<file path="src/sv/assert_macros.svh">
// Assertion macros shared by the maze builder modules.
`ifndef ASSERT_MACROS_SVH
`define ASSERT_MACROS_SVH
`ifndef SYNTHESIS
`define MDB_ASSERT(name, clk, rst, prop) \
   name: assert property (@(posedge clk) disable iff (rst) (prop)) \
      else $error("assertion failed");
`define MDB_ASSERT_IMP(name, clk, rst, ante, cons) \
   name: assert property (@(posedge clk) disable iff (rst) (ante) |-> (cons)) \
      else $error("assertion failed");
`define MDB_ASSERT_NXT(name, clk, rst, ante, cons) \
   name: assert property (@(posedge clk) disable iff (rst) (ante) |=> (cons)) \
      else $error("assertion failed");
`else
`define MDB_ASSERT(name, clk, rst, prop)
`define MDB_ASSERT_IMP(name, clk, rst, ante, cons)
`define MDB_ASSERT_NXT(name, clk, rst, ante, cons)
`endif
`endif

</file>
<file path="src/sv/mdb_pkg.sv">
// Types, codes and constants of the maze builder.
`timescale 1ns / 1ps
package mdb_pkg;

   localparam logic [2:0] KIND_TICK  = 3'd0;
   localparam logic [2:0] KIND_START = 3'd1;
   localparam logic [2:0] KIND_TRACE = 3'd2;
   localparam logic [2:0] KIND_CLEAR = 3'd3;
   localparam logic [2:0] KIND_READ  = 3'd4;

   localparam int CSR_IDX_W  = 2;
   localparam int CSR_DATA_W = 16;
   localparam logic [CSR_IDX_W-1:0] CSR_MAZE_WIDTH  = 2'd0;
   localparam logic [CSR_IDX_W-1:0] CSR_MAZE_HEIGHT = 2'd1;
   localparam logic [CSR_IDX_W-1:0] CSR_RANDOM_SEED = 2'd2;

   localparam logic [5:0]  WIDTH_RESET  = 6'd30;
   localparam logic [5:0]  HEIGHT_RESET = 6'd20;
   localparam logic [15:0] SEED_RESET   = 16'd44257;
   localparam logic [15:0] LFSR_MASK    = 16'hB400;

   localparam logic [3:0] F_VISITED = 4'h1;
   localparam logic [3:0] F_EAST    = 4'h2;
   localparam logic [3:0] F_SOUTH   = 4'h4;
   localparam logic [3:0] F_TRACE   = 4'h8;

   localparam logic [1:0] DIR_N = 2'd0;
   localparam logic [1:0] DIR_W = 2'd1;
   localparam logic [1:0] DIR_E = 2'd2;
   localparam logic [1:0] DIR_S = 2'd3;

   localparam int DIV_NW = 16;
   localparam int DIV_DW = 7;

   typedef struct packed {
      logic [2:0] kind;
      logic [9:0] cell_index;
   } req_type;

   typedef struct packed {
      logic       carved_valid;
      logic [9:0] carved_cell;
      logic       popped;
      logic       finished;
      logic       trace_valid;
      logic [9:0] trace_cell;
      logic [3:0] cell_flags;
   } rsp_type;

   typedef struct packed {
      logic              start;
      logic [DIV_NW-1:0] dividend;
      logic [DIV_DW-1:0] divisor;
   } div_req_type;

   typedef struct packed {
      logic              done;
      logic              busy;
      logic [DIV_NW-1:0] quotient;
      logic [DIV_DW-1:0] remainder;
   } div_rsp_type;

   typedef enum logic [4:0] {
      ST_INIT,
      ST_IDLE,
      ST_SWEEP,
      ST_SEED,
      ST_TOP_RD,
      ST_TOP_CHK,
      ST_DIV_POS,
      ST_NB_RD,
      ST_NB_CAP,
      ST_SELECT,
      ST_DIV_PICK,
      ST_CARVE,
      ST_WALL,
      ST_TR_RD,
      ST_TR_PAR,
      ST_TR_MARK,
      ST_CLR_RD,
      ST_CLR_WR,
      ST_ITEM_CAP,
      ST_RESP
   } state_type;

   function automatic logic [15:0] lfsr_next(input logic [15:0] s);
      logic [15:0] n;
      n = {1'b0, s[15:1]};
      if (s[0]) begin
         n = n ^ LFSR_MASK;
      end
      return n;
   endfunction

endpackage

</file>
<file path="src/sv/mdb_div.sv">
// Bit-serial restoring divider shared for cell position and neighbor choice.
`timescale 1ns / 1ps
`include "assert_macros.svh"
module mdb_div (
   input  logic                 clock,
   input  logic                 reset,
   input  mdb_pkg::div_req_type div_req,
   output mdb_pkg::div_rsp_type div_rsp
);
   import mdb_pkg::*;

   localparam int SW = $clog2(DIV_NW);

   logic              busy_ff, busy_in;
   logic              done_ff, done_in;
   logic [SW-1:0]     step_ff, step_in;
   logic [DIV_NW-1:0] quo_ff, quo_in;
   logic [DIV_DW-1:0] rem_ff, rem_in;
   logic [DIV_DW-1:0] dsr_ff, dsr_in;
   logic [DIV_DW:0]   trial;
   logic [DIV_DW:0]   diff;
   logic              fits;

   always_comb begin
      trial   = {rem_ff, quo_ff[DIV_NW-1]};
      diff    = trial - {1'b0, dsr_ff};
      fits    = trial >= {1'b0, dsr_ff};
      busy_in = busy_ff;
      done_in = 1'b0;
      step_in = step_ff;
      quo_in  = quo_ff;
      rem_in  = rem_ff;
      dsr_in  = dsr_ff;
      if (div_req.start) begin
         busy_in = 1'b1;
         quo_in  = div_req.dividend;
         rem_in  = '0;
         dsr_in  = div_req.divisor;
         step_in = SW'(DIV_NW - 1);
      end else if (busy_ff) begin
         quo_in  = {quo_ff[DIV_NW-2:0], fits};
         rem_in  = fits ? diff[DIV_DW-1:0] : trial[DIV_DW-1:0];
         step_in = step_ff - SW'(1);
         if (step_ff == '0) begin
            busy_in = 1'b0;
            done_in = 1'b1;
         end
      end
   end

   always_ff @(posedge clock) begin
      if (reset) begin
         busy_ff <= 1'b0;
         done_ff <= 1'b0;
      end else begin
         busy_ff <= busy_in;
         done_ff <= done_in;
      end
      step_ff <= step_in;
      quo_ff  <= quo_in;
      rem_ff  <= rem_in;
      dsr_ff  <= dsr_in;
   end

   always_comb begin
      div_rsp.done      = done_ff;
      div_rsp.busy      = busy_ff;
      div_rsp.quotient  = quo_ff;
      div_rsp.remainder = rem_ff;
   end

   `MDB_ASSERT_IMP(a_div_no_restart, clock, reset, div_req.start, !busy_ff)
   `MDB_ASSERT_IMP(a_div_done_idle, clock, reset, done_ff, !busy_ff)
   `MDB_ASSERT_NXT(a_div_done_pulse, clock, reset, done_ff, !done_ff)

endmodule

</file>
<file path="config.mk">
export PLATFORM = sky130hd
export DESIGN_NAME = mdb_div
export DESIGN_NICKNAME = d
export VERILOG_FILES = /design/src/sv/mdb_pkg.sv /design/src/sv/mdb_div.sv
export VERILOG_INCLUDE_DIRS = /design/src /design/src/sv
export SDC_FILE = /design/constraint.sdc
export NUM_CORES = 1
export LEC_CHECK = 0
export BUFFER_PORTS_ARGS = -buffer_cell sky130_fd_sc_hd__buf_2
export CAP_MARGIN = 20
export CORE_MARGIN = 2
export CORE_UTILIZATION = 52
export DETAILED_ROUTE_END_ITERATION = 12
export PLACE_DENSITY = 0.79
export SYNTH_ARGS = -nofsm -noshare
export SYNTH_HDL_FRONTEND = slang
export SYNTH_SLANG_ARGS = --single-unit
</file>
<file path="constraint.sdc">
create_clock -name clock -period 2.7 [get_ports clock]
set_clock_uncertainty 0.1 [all_clocks]
set_input_delay 0.135 -clock clock [delete_from_list [all_inputs] [get_ports clock]]
set_output_delay 0.135 -clock clock [all_outputs]
set_load 0.02 [all_outputs]
</file>
### Yosys cells after proc, flatten, opt, wreduce, memory -nomap -nowiden

Index checks and enable logic that the tools add are counted.
Widths: inputs -> output; s select.

| operators by class | value |
|---|---|
| $add $sub $neg | 2 |
| magnitude comparators | 1 |
| muxes and demuxes | 7 |
| bitwise operators | 1 |
| reductions and logical operators | 3 |

Operators with widths:

| operator | count |
|---|---|
| $mux 16 | 2 |
| $ge 8x7->1 | 1 |
| $mux 7 | 1 |
| $sub 7x7->7 | 1 |
| $logic_not 4->1 | 1 |
| $mux 1 | 4 |
| $sub 4x1->4 const B | 1 |
| $reduce_or 3->1 | 1 |
| $reduce_bool 2->1 | 1 |
| $not 1->1 | 1 |

| word-level totals | value |
|---|---|
| flip-flop bits (word level) | 36 |
| bits of input ports | 26 |
| output and inout port bits | 25 |
| word-level logic and storage cells | 20 |

### Depth between registers and ports, before layout

Gate-level depths: netlist (run 1).

| depth | value |
|---|---|
| depth after elaboration | 4 |
| depth in mapped cells | 9 |
| depth with buffers taken out | 7 |

### Worst setup path before layout (run 1)

OpenSTA, ideal clock, no wires.

| path | value |
|---|---|
| kind | reg2reg |
| start point | register quo_ff[15] |
| end point | register rem_ff[0] |
| setup time | 0.088 ns |
| arrival time | 2.262 ns |
| required time | 2.512 ns |
| setup slack | 0.250 ns |
| cell stages (with the launch flop) | 10 |
| path buffers | 2 |
| period minus slack after synthesis | 2.450 ns |
| cell sequence | edfxtp_1 > inv_1 > ha_1 > fa_1 > nand2b_2 > a211o_1 > buf_6 > and3_1 > buf_6 > a311oi_2 |

| between the ends | value |
|---|---|
| cells in the longest elaborated chain, start to end | 2 |

Ends and longest elaborated chain:

| what | RTL line | RTL |
|---|---|---|
| start, declared | mdb_div.sv:17 | `logic [DIV_NW-1:0] quo_ff, quo_in;` |
| start signal, assigned | mdb_div.sv:60 | `quo_ff <= quo_in;` |
| $sub 7x7->7 / $ge 8x7->1 (equally long branches) | mdb_div.sv:26, mdb_div.sv:27 |  |
| $mux 7 (*) | mdb_div.sv:42 | `rem_in = fits ? diff[DIV_DW-1:0] : trial[DIV_DW-1:0];` |
| end signal, assigned | mdb_div.sv:61 | `rem_ff <= rem_in;` |
| end, declared | mdb_div.sv:18 | `logic [DIV_DW-1:0] rem_ff, rem_in;` |

Every way passes the cells marked *; elsewhere a longest branch is shown, timed or not.
A chain may end at the register's enable or synchronous reset.

### Final worst setup path (run 1)

| path | value |
|---|---|
| start point | register quo_ff[15] |
| end point | register rem_ff[2] |

Same word-level chain as after synthesis.

==> metrics.cfg, run 1 <==
[run_status]
status=finished clean

[drt]
wl_per_cell_microns=13.4
first_iter_violations=47
drt_wl_total_microns=3750
avgViaCountPerCell=5.25
dr.pass1.iters=4
num_vias=1464
drc=0
ant_nets=0

[synth]
synthTopCellsByArea=edfxtp_1, dfxtp_1, mux2_2
synth_area_sq_um=1980
synth_flop_cell=edfxtp_1
yosysMostFrequentCell=edfxtp_1
synth_common_cells=edfxtp_1, mux2_2, dfxtp_1, inv_1, nor2_1
synthArstFlopShare=0
yosysTopAreaCellShare=0.349
ys_warn_count=0
yosys.area.top_type=edfxtp_1
synth_edf_count=23
avgSynthCellArea_sq_um=11.4
ys_seq_area_frac=0.480
syn-num-nets=209
yosysUniqueCellTypes=48
postSynthCellCount=174
synth_seq_cells=36

[timing]
fin_crit_sh=0.887
period_minus_slack_ps=2400
setup_violations=0
worst_hold_slack_ps=40.0
drv_slew=0
finalHoldViolations=0
fmax_mhz=417
slew_headroom=0.447
worst_slew_pin_slew_ps=829
tns_ps=0
rsz0062_at_grt=false

[floorplan]
die-area_sq_um=4320
coreArea_sq_um=3660
ios=51
die_w_microns=65.7
die_h_microns=65.7
start_util=0.541
rows=22

[critical_path]
worstPathMaxFanout=9
critPathSlowestCell=fa_1
arrival_ps=2510
critPathLaunchType=flip-flop
cp_cell_sequence=inv_1 > ha_1 > fa_1 > nand2b_2 > a211o_1 > and3_1 > a311oi_2
crit_type=reg2reg
slowest_delay_ps=390
worstSetupEndpointType=flip-flop
cp.required_ps=2810

[clock_network]
htree_levels=2
cts_tree=built
hold_buffers=8
clk_pin_slew_ps=70
root_buffer=clkbuf_8
cts_buffers=5
cts.sinks=36
cts_resized=0
clk_latency_ps=290
post_cts_buffers=0
clockBufferDepth=2

[global_route]
grt-ovfl-total=0
grt_use_total=0.190
antenna_found_initial=0
grt_pass1_vias=1359
grt_pass1_wl_microns=6170
grt_max_degree=45

[run]
maxCapViolations=0

[finish]
nets=265
area_growth_pct=22.6
fillers=287
antenna_cells=0
drive_gt1_frac=0.372
post-route-cell-area_sq_um=2430

[place]
postPlaceCellArea_sq_um=2240
place_congestion=0.753
detailed_place_hpwl_microns=2610
io_buffers=50

[min_path]
hold_path.class=in2reg

[pwr]
powerDensity_nw_per_um2=573
ir_drop_v=0.000439
total_power_mw=1.39
p_leak_nw=1.03

==> path summary, 6_finish.rpt <==
kind | from | end | slack, ps | cells past startpoint
max | quo_ff[15] | rem_ff[2] | 300 | 7
min | div_req[13] | quo_ff[6] | 40 | 2
max reg2reg | quo_ff[15] | rem_ff[2] | 300 | 7
min reg2reg | step_ff[3] | step_ff[3] | 400 | 2
==> per-stage QoR <==
step           std cells   util  setup WS, ps
2_1_floorplan        174      -           250
3_3_place_gp         263  0.612           355
3_5_place_dp         263  0.612           318
4_1_cts              279  0.663           296
5_1_grt              279  0.663           154
6_report             279  0.663           305
==> cells in the final DEF, fill, tap and decap left out, types with 4 or more instances in the layout <==
master         instances
dlygate4sd3_1          8
a41oi_1                4
dfxtp_1               13
nor2_1                11
nor3b_1                4
ha_1                   8
inv_1                 13
mux2_2                15
nand2b_1               8
nand2_1                9
xnor2_1                4
o21ai_0                6
buf_2                 50
clkbuf_8               5
edfxtp_1              23
==> power by group <==
group	switching, mW	internal, mW
clock	0.201	0.236
combinational	0.163	0.128
sequential	0.0261	0.638
total	0.390	1.00
==> routing by layer <==
layer	vias to the layer above	share of wire	global-route usage
li1	746	-	-
met1	685	0.50	0.255
met2	27	0.45	0.290
met3	6	0.043	0.0599
met4	0	0.013	0.0625
met5	-	0	0
==> kinds of logic after synthesis <==
group	Yosys count	synth area share
compound gates	34	0.144
xor+xnor	5	0.0221
fa+ha+maj	9	0.0606
buf+inv	24	0.0575
flops	36	0.480
mux	16	0.0903
simple gates	50	0.145
==> worst max-delay path: cells and delay by family, from the launching register on <==
kind	cells	cell delay, ps
adder cells (fa/ha/maj)	2	610
buffers and inverters	1	70
AO/OA/AOI/OAI	2	650
flip-flops	1	340
AND/OR/NAND/NOR	2	540
==> layout make-up <==
class,instances,area [sq um],area share
Timing Repair Buffer,60,345,0.142
Clock inverter,2,12.5,0.00515
Clock buffer,6,93.8,0.0387
Sequential cell,36,951,0.392
Tap cell,48,60.1,0.0247
Multi-Input combinational cell,114,916,0.377
Inverter,13,48.8,0.0201
==> registers in the layout, indices dropped and copies added (netlist names) <==
register	cells
busy_ff	1
done_ff	1
dsr_ff	7
quo_ff	16
rem_ff	7
step_ff	4
Note: power is estimated with default switching activity, not from simulation.
==> inputs of run 2 (changes only) <==
--- a/config.mk
+++ b/config.mk
@@ -11,7 +11,7 @@
 export CORE_MARGIN = 2
 export CORE_UTILIZATION = 52
 export DETAILED_ROUTE_END_ITERATION = 12
-export PLACE_DENSITY = 0.79
+export PLACE_DENSITY = 0.82
 export SYNTH_ARGS = -nofsm -noshare
 export SYNTH_HDL_FRONTEND = slang
 export SYNTH_SLANG_ARGS = --single-unit
==> metrics.cfg, run 2 (synthesized netlist as in run 1, its figures left out) <==
[timing]
setup_ws_ps=296
finalHoldViolations=0
rsz0062_at_grt=false
setup_violations=0
tns_ps=0
worst_hold_slack_ps=51.2
drv_slew=0
slew_headroom=0.472
worst_slew_pin_slew_ps=792
fmax_mhz=416
period_minus_slack_ps=2400
fin_crit_sh=0.890

[finish]
top_regs=quo_ff (16), dsr_ff (7), rem_ff (7)
antenna_cells=0
final_common_cell=buf_2
regMostFlops=quo_ff
nets=265
final_cell_mix=buf_2, edfxtp_1, mux2_2
largest_register_ffs=16
drive_gt1_frac=0.364
area_growth_pct=21.5

[drt]
drc=0
first_iter_violations=66
wl_per_cell_microns=13.3
num_vias=1479
met1_length_microns=1680
ant_nets=0
routed-wl-met2_microns=1810
drt_wl_total_microns=3700
avgViaCountPerCell=5.30
wl_met3_microns=204
dr.pass1.iters=4
maxUsedRoutingLayer=met4

[clock_network]
cts.sinks=36
clk_pin_slew_ps=70
cts_tree=built
post_cts_buffers=0
htree_levels=2
root_buffer=clkbuf_8
clockBufferDepth=2
cts_buffers=5
clk_latency_ps=280

[critical_path]
worstPathMaxFanout=9
crit_type=reg2reg
cp_cell_sequence=inv_1 > ha_1 > fa_1 > nand2b_2 > a211o_1 > and3_1 > a311oi_2
worstSetupEndpointType=flip-flop
cp.required_ps=2800
critPathLaunchType=flip-flop
arrival_ps=2500
critPathSlowestCell=fa_1
slowest_delay_ps=400

[run]
maxCapViolations=0

[min_path]
hold_path.class=in2reg

[floorplan]
die_h_microns=65.7
die_w_microns=65.7
ios=51
rows=22
start_util=0.541
die-area_sq_um=4320
coreArea_sq_um=3660

[place]
preCtsSetupSlack_ps=321
place_congestion=0.795
io_buffers=50
detailed_place_hpwl_microns=2680

[run_status]
status=finished clean

[global_route]
antenna_found_initial=0
grt-ovfl-total=0
grt_max_degree=45
grt_pass1_wl_microns=6120
grt_use_total=0.186
grt_pass1_vias=1343

[pwr]
ir_drop_v=0.000452
powerDensity_nw_per_um2=549
p_leak_nw=1.02

## run 2: cell count changes in the layout (fill, tap and decap cells not counted)
cell | before | now
clkbuf_1 | 0 | 2
clkbuf_16 | 1 | 0
clkinv_2 | 1 | 0
clkinv_4 | 0 | 1
clkinvlp_4 | 1 | 0
## run 2: report_power, final
group	leakage [nW]	internal [mW]	switching (mW)	total, mW
clock network	0.0424	0.184	0.182	0.366
logic	0.639	0.129	0.159	0.288
registers	0.336	0.638	0.0297	0.668
## run 2: metal layers
layer | up-vias | GRT usage
met4 | 0 | 0.0391
li1 | 740 | -
met5 | - | 0
met2 | 33 | 0.297
met3 | 2 | 0.0651
met1 | 704 | 0.245
## run 2: worst paths after layout
path,start,end,slack (ps),cells past startpoint
hold / removal,div_req[13],quo_ff[6],50,2
setup reg to reg,quo_ff[15],rem_ff[0],300,7
setup / recovery,quo_ff[15],rem_ff[0],300,7
hold reg to reg,step_ff[3],step_ff[3],400,2
## run 2: metrics by stage
| stage | area [sq um] | util | total power, mW | instances |
|---|---|---|---|---|
| after floorplan | 1980 | - | 0.877 | 174 |
| after global placement | 2240 | 0.612 | 0.955 | 263 |
| after detailed placement | 2240 | 0.612 | 0.959 | 263 |
| after CTS | 2410 | 0.657 | 1.34 | 279 |
| after global routing | 2410 | 0.657 | 1.39 | 279 |
| final | 2410 | 0.657 | 1.32 | 279 |
## run 2: cell type report
type	count	area, sq um
Clock buffer	7	76.3
Clock inverter	1	8.76
Fill cell	301	1250
Inverter	13	48.8
Multi-Input combinational cell	114	916
Sequential cell	36	951
Tap cell	48	60.1
Timing Repair Buffer	60	345
## run 2: what timing repair did
item	CTS	global route
endpoints found under the setup margin	0	0
endpoints found under the hold margin	9	0
resized for setup	0	0
hold buffers	8	0
## run 2: worst max-delay path, delay by kind of cell (launching register included)
kind	cells	cell delay [ps]
compound gates	2	640
buf+inv	1	60
flops	1	350
simple gates	2	540
fa+ha+maj	2	620
==> inputs of run 3 (changes only) <==
--- a/config.mk
+++ b/config.mk
@@ -8,10 +8,12 @@
 export LEC_CHECK = 0
 export BUFFER_PORTS_ARGS = -buffer_cell sky130_fd_sc_hd__buf_2
 export CAP_MARGIN = 20
+export CORE_ASPECT_RATIO = 1.4
 export CORE_MARGIN = 2
 export CORE_UTILIZATION = 52
 export DETAILED_ROUTE_END_ITERATION = 12
 export PLACE_DENSITY = 0.82
+export SLEW_MARGIN = 5
 export SYNTH_ARGS = -nofsm -noshare
 export SYNTH_HDL_FRONTEND = slang
 export SYNTH_SLANG_ARGS = --single-unit
==> metrics.cfg, run 3 (synthesized netlist as in run 1, its figures left out) <==
[place]
io_buffers=50
postPlaceCellArea_sq_um=2230
preCtsSetupSlack_ps=299
place_congestion=0.809
detailed_place_hpwl_microns=2710

[pwr]
internal_power_mw=0.945
p_switching_mw=0.405
comb_power_share=0.217
seqPwrFrac=0.494
powerDensity_nw_per_um2=565
p_leak_nw=1.01
ir_drop_v=0.000486
pwr-share-clk=0.289
switching_share=0.300

[global_route]
grt_use_total=0.208
grt_pass1_vias=1472
antenna_found_initial=0
grt-ovfl-total=0
grt_pass1_wl_microns=6870
grt_max_degree=45

[critical_path]
crit_start=quo_ff[15]
worstSetupEndpointType=flip-flop
critPathLaunchType=flip-flop
crit_type=reg2reg
worstRegToRegCells=7
cp.required_ps=2810
r2r_end=rem_ff[2]
worstPathMaxFanout=9
arrival_ps=2510
r2r_start=quo_ff[15]
r2r_slack_ps=300

[timing]
fmax_mhz=417
drv_slew=0
setup_ws_ps=302
period_minus_slack_ps=2400
fin_crit_sh=0.888
slew_headroom=0.471
setup_violations=0
rsz0062_at_grt=false
finalHoldViolations=0
tns_ps=0
worst_slew_pin_slew_ps=793

[clock_network]
cts_tree=built
hold_buffers=8
post_cts_buffers=0
clockBufferDepth=2
cts.sinks=36
clk_pin_slew_ps=80
cts_resized=0
clk_latency_ps=300
cts_buffers=5
root_buffer=clkbuf_8
htree_levels=2

[floorplan]
die-area_sq_um=4330
die_h_microns=77.0
ios=51
die_w_microns=56.2
coreArea_sq_um=3640
rows=26
start_util=0.544

[drt]
first_iter_violations=35
drt_wl_total_microns=4090
ant_nets=0
drc=0
dr.pass1.iters=4
num_vias=1524
wl_per_cell_microns=15.0
avgViaCountPerCell=5.60

[finish]
top_regs=quo_ff (16), dsr_ff (7), rem_ff (7)
largest_register_ffs=16
area_growth_pct=20.7
multi_input_area_sq_um=916
post-route-cell-area_sq_um=2390
final_cell_mix=buf_2, edfxtp_1, mux2_2
nets=264
drive_gt1_frac=0.361
final_common_cell=buf_2
regMostFlops=quo_ff
utilization=0.656
fillers=305
antenna_cells=0
seq_area_sq_um=951

[run_status]
status=finished clean

[min_path]
hp-start=div_req[16]
hold_path.class=in2reg
whs_endpoint=quo_ff[9]
min_path_cells=2

[run]
maxCapViolations=0

-- run 3: layer usage --
metal  routed length [microns]  global-route usage
met2                      2030               0.354
met1                      1650               0.238
met3                       265              0.0556
met5                         0                   0
met4                       133               0.100
-- run 3: cell type report --
cell class,instances,area share
Inverter,13,0.0204
Clock buffer,6,0.0304
Sequential cell,36,0.398
Tap cell,42,0.0220
Clock inverter,2,0.00471
Multi-Input combinational cell,114,0.383
Timing Repair Buffer,59,0.141
-- run 3: per-stage QoR --
| step | std cells | total power [mW] | hold WS, ps |
|---|---|---|---|
| 2_1_floorplan | 174 | 0.877 | 107 |
| 3_3_place_gp | 256 | 0.953 | 212 |
| 3_5_place_dp | 256 | 0.958 | 214 |
| 4_1_cts | 272 | 1.34 | 32.2 |
| 5_1_grt | 272 | 1.41 | 36.4 |
| 6_report | 272 | 1.35 | 28.6 |
-- run 3: how the worst max path moves through the flow --
stage | end | slack [ps] | cells after the start
after floorplan | rem_ff[0] | 250 | 9
after global placement | rem_ff[0] | 370 | 7
after detailed placement | rem_ff[0] | 300 | 7
after CTS | rem_ff[0] | 290 | 7
after global routing | rem_ff[0] | 160 | 7
final | rem_ff[2] | 300 | 7
-- run 3: worst max-delay path, stage by stage, from the launching register on --
cell and delay [ps]:
edfxtp_1 340, inv_1 70, ha_1 230, fa_1 390, nand2b_2 220, a211o_1 370
and3_1 310, a311oi_2 280
-- run 3: power by group through the flow --
stage	logic (mW)	registers (mW)	clock network (mW)
after global routing	0.322	0.672	0.414
final	0.293	0.666	0.390
after CTS	0.292	0.666	0.386
after detailed placement	0.282	0.676	0
after global placement	0.276	0.676	0
after floorplan	0.165	0.712	0
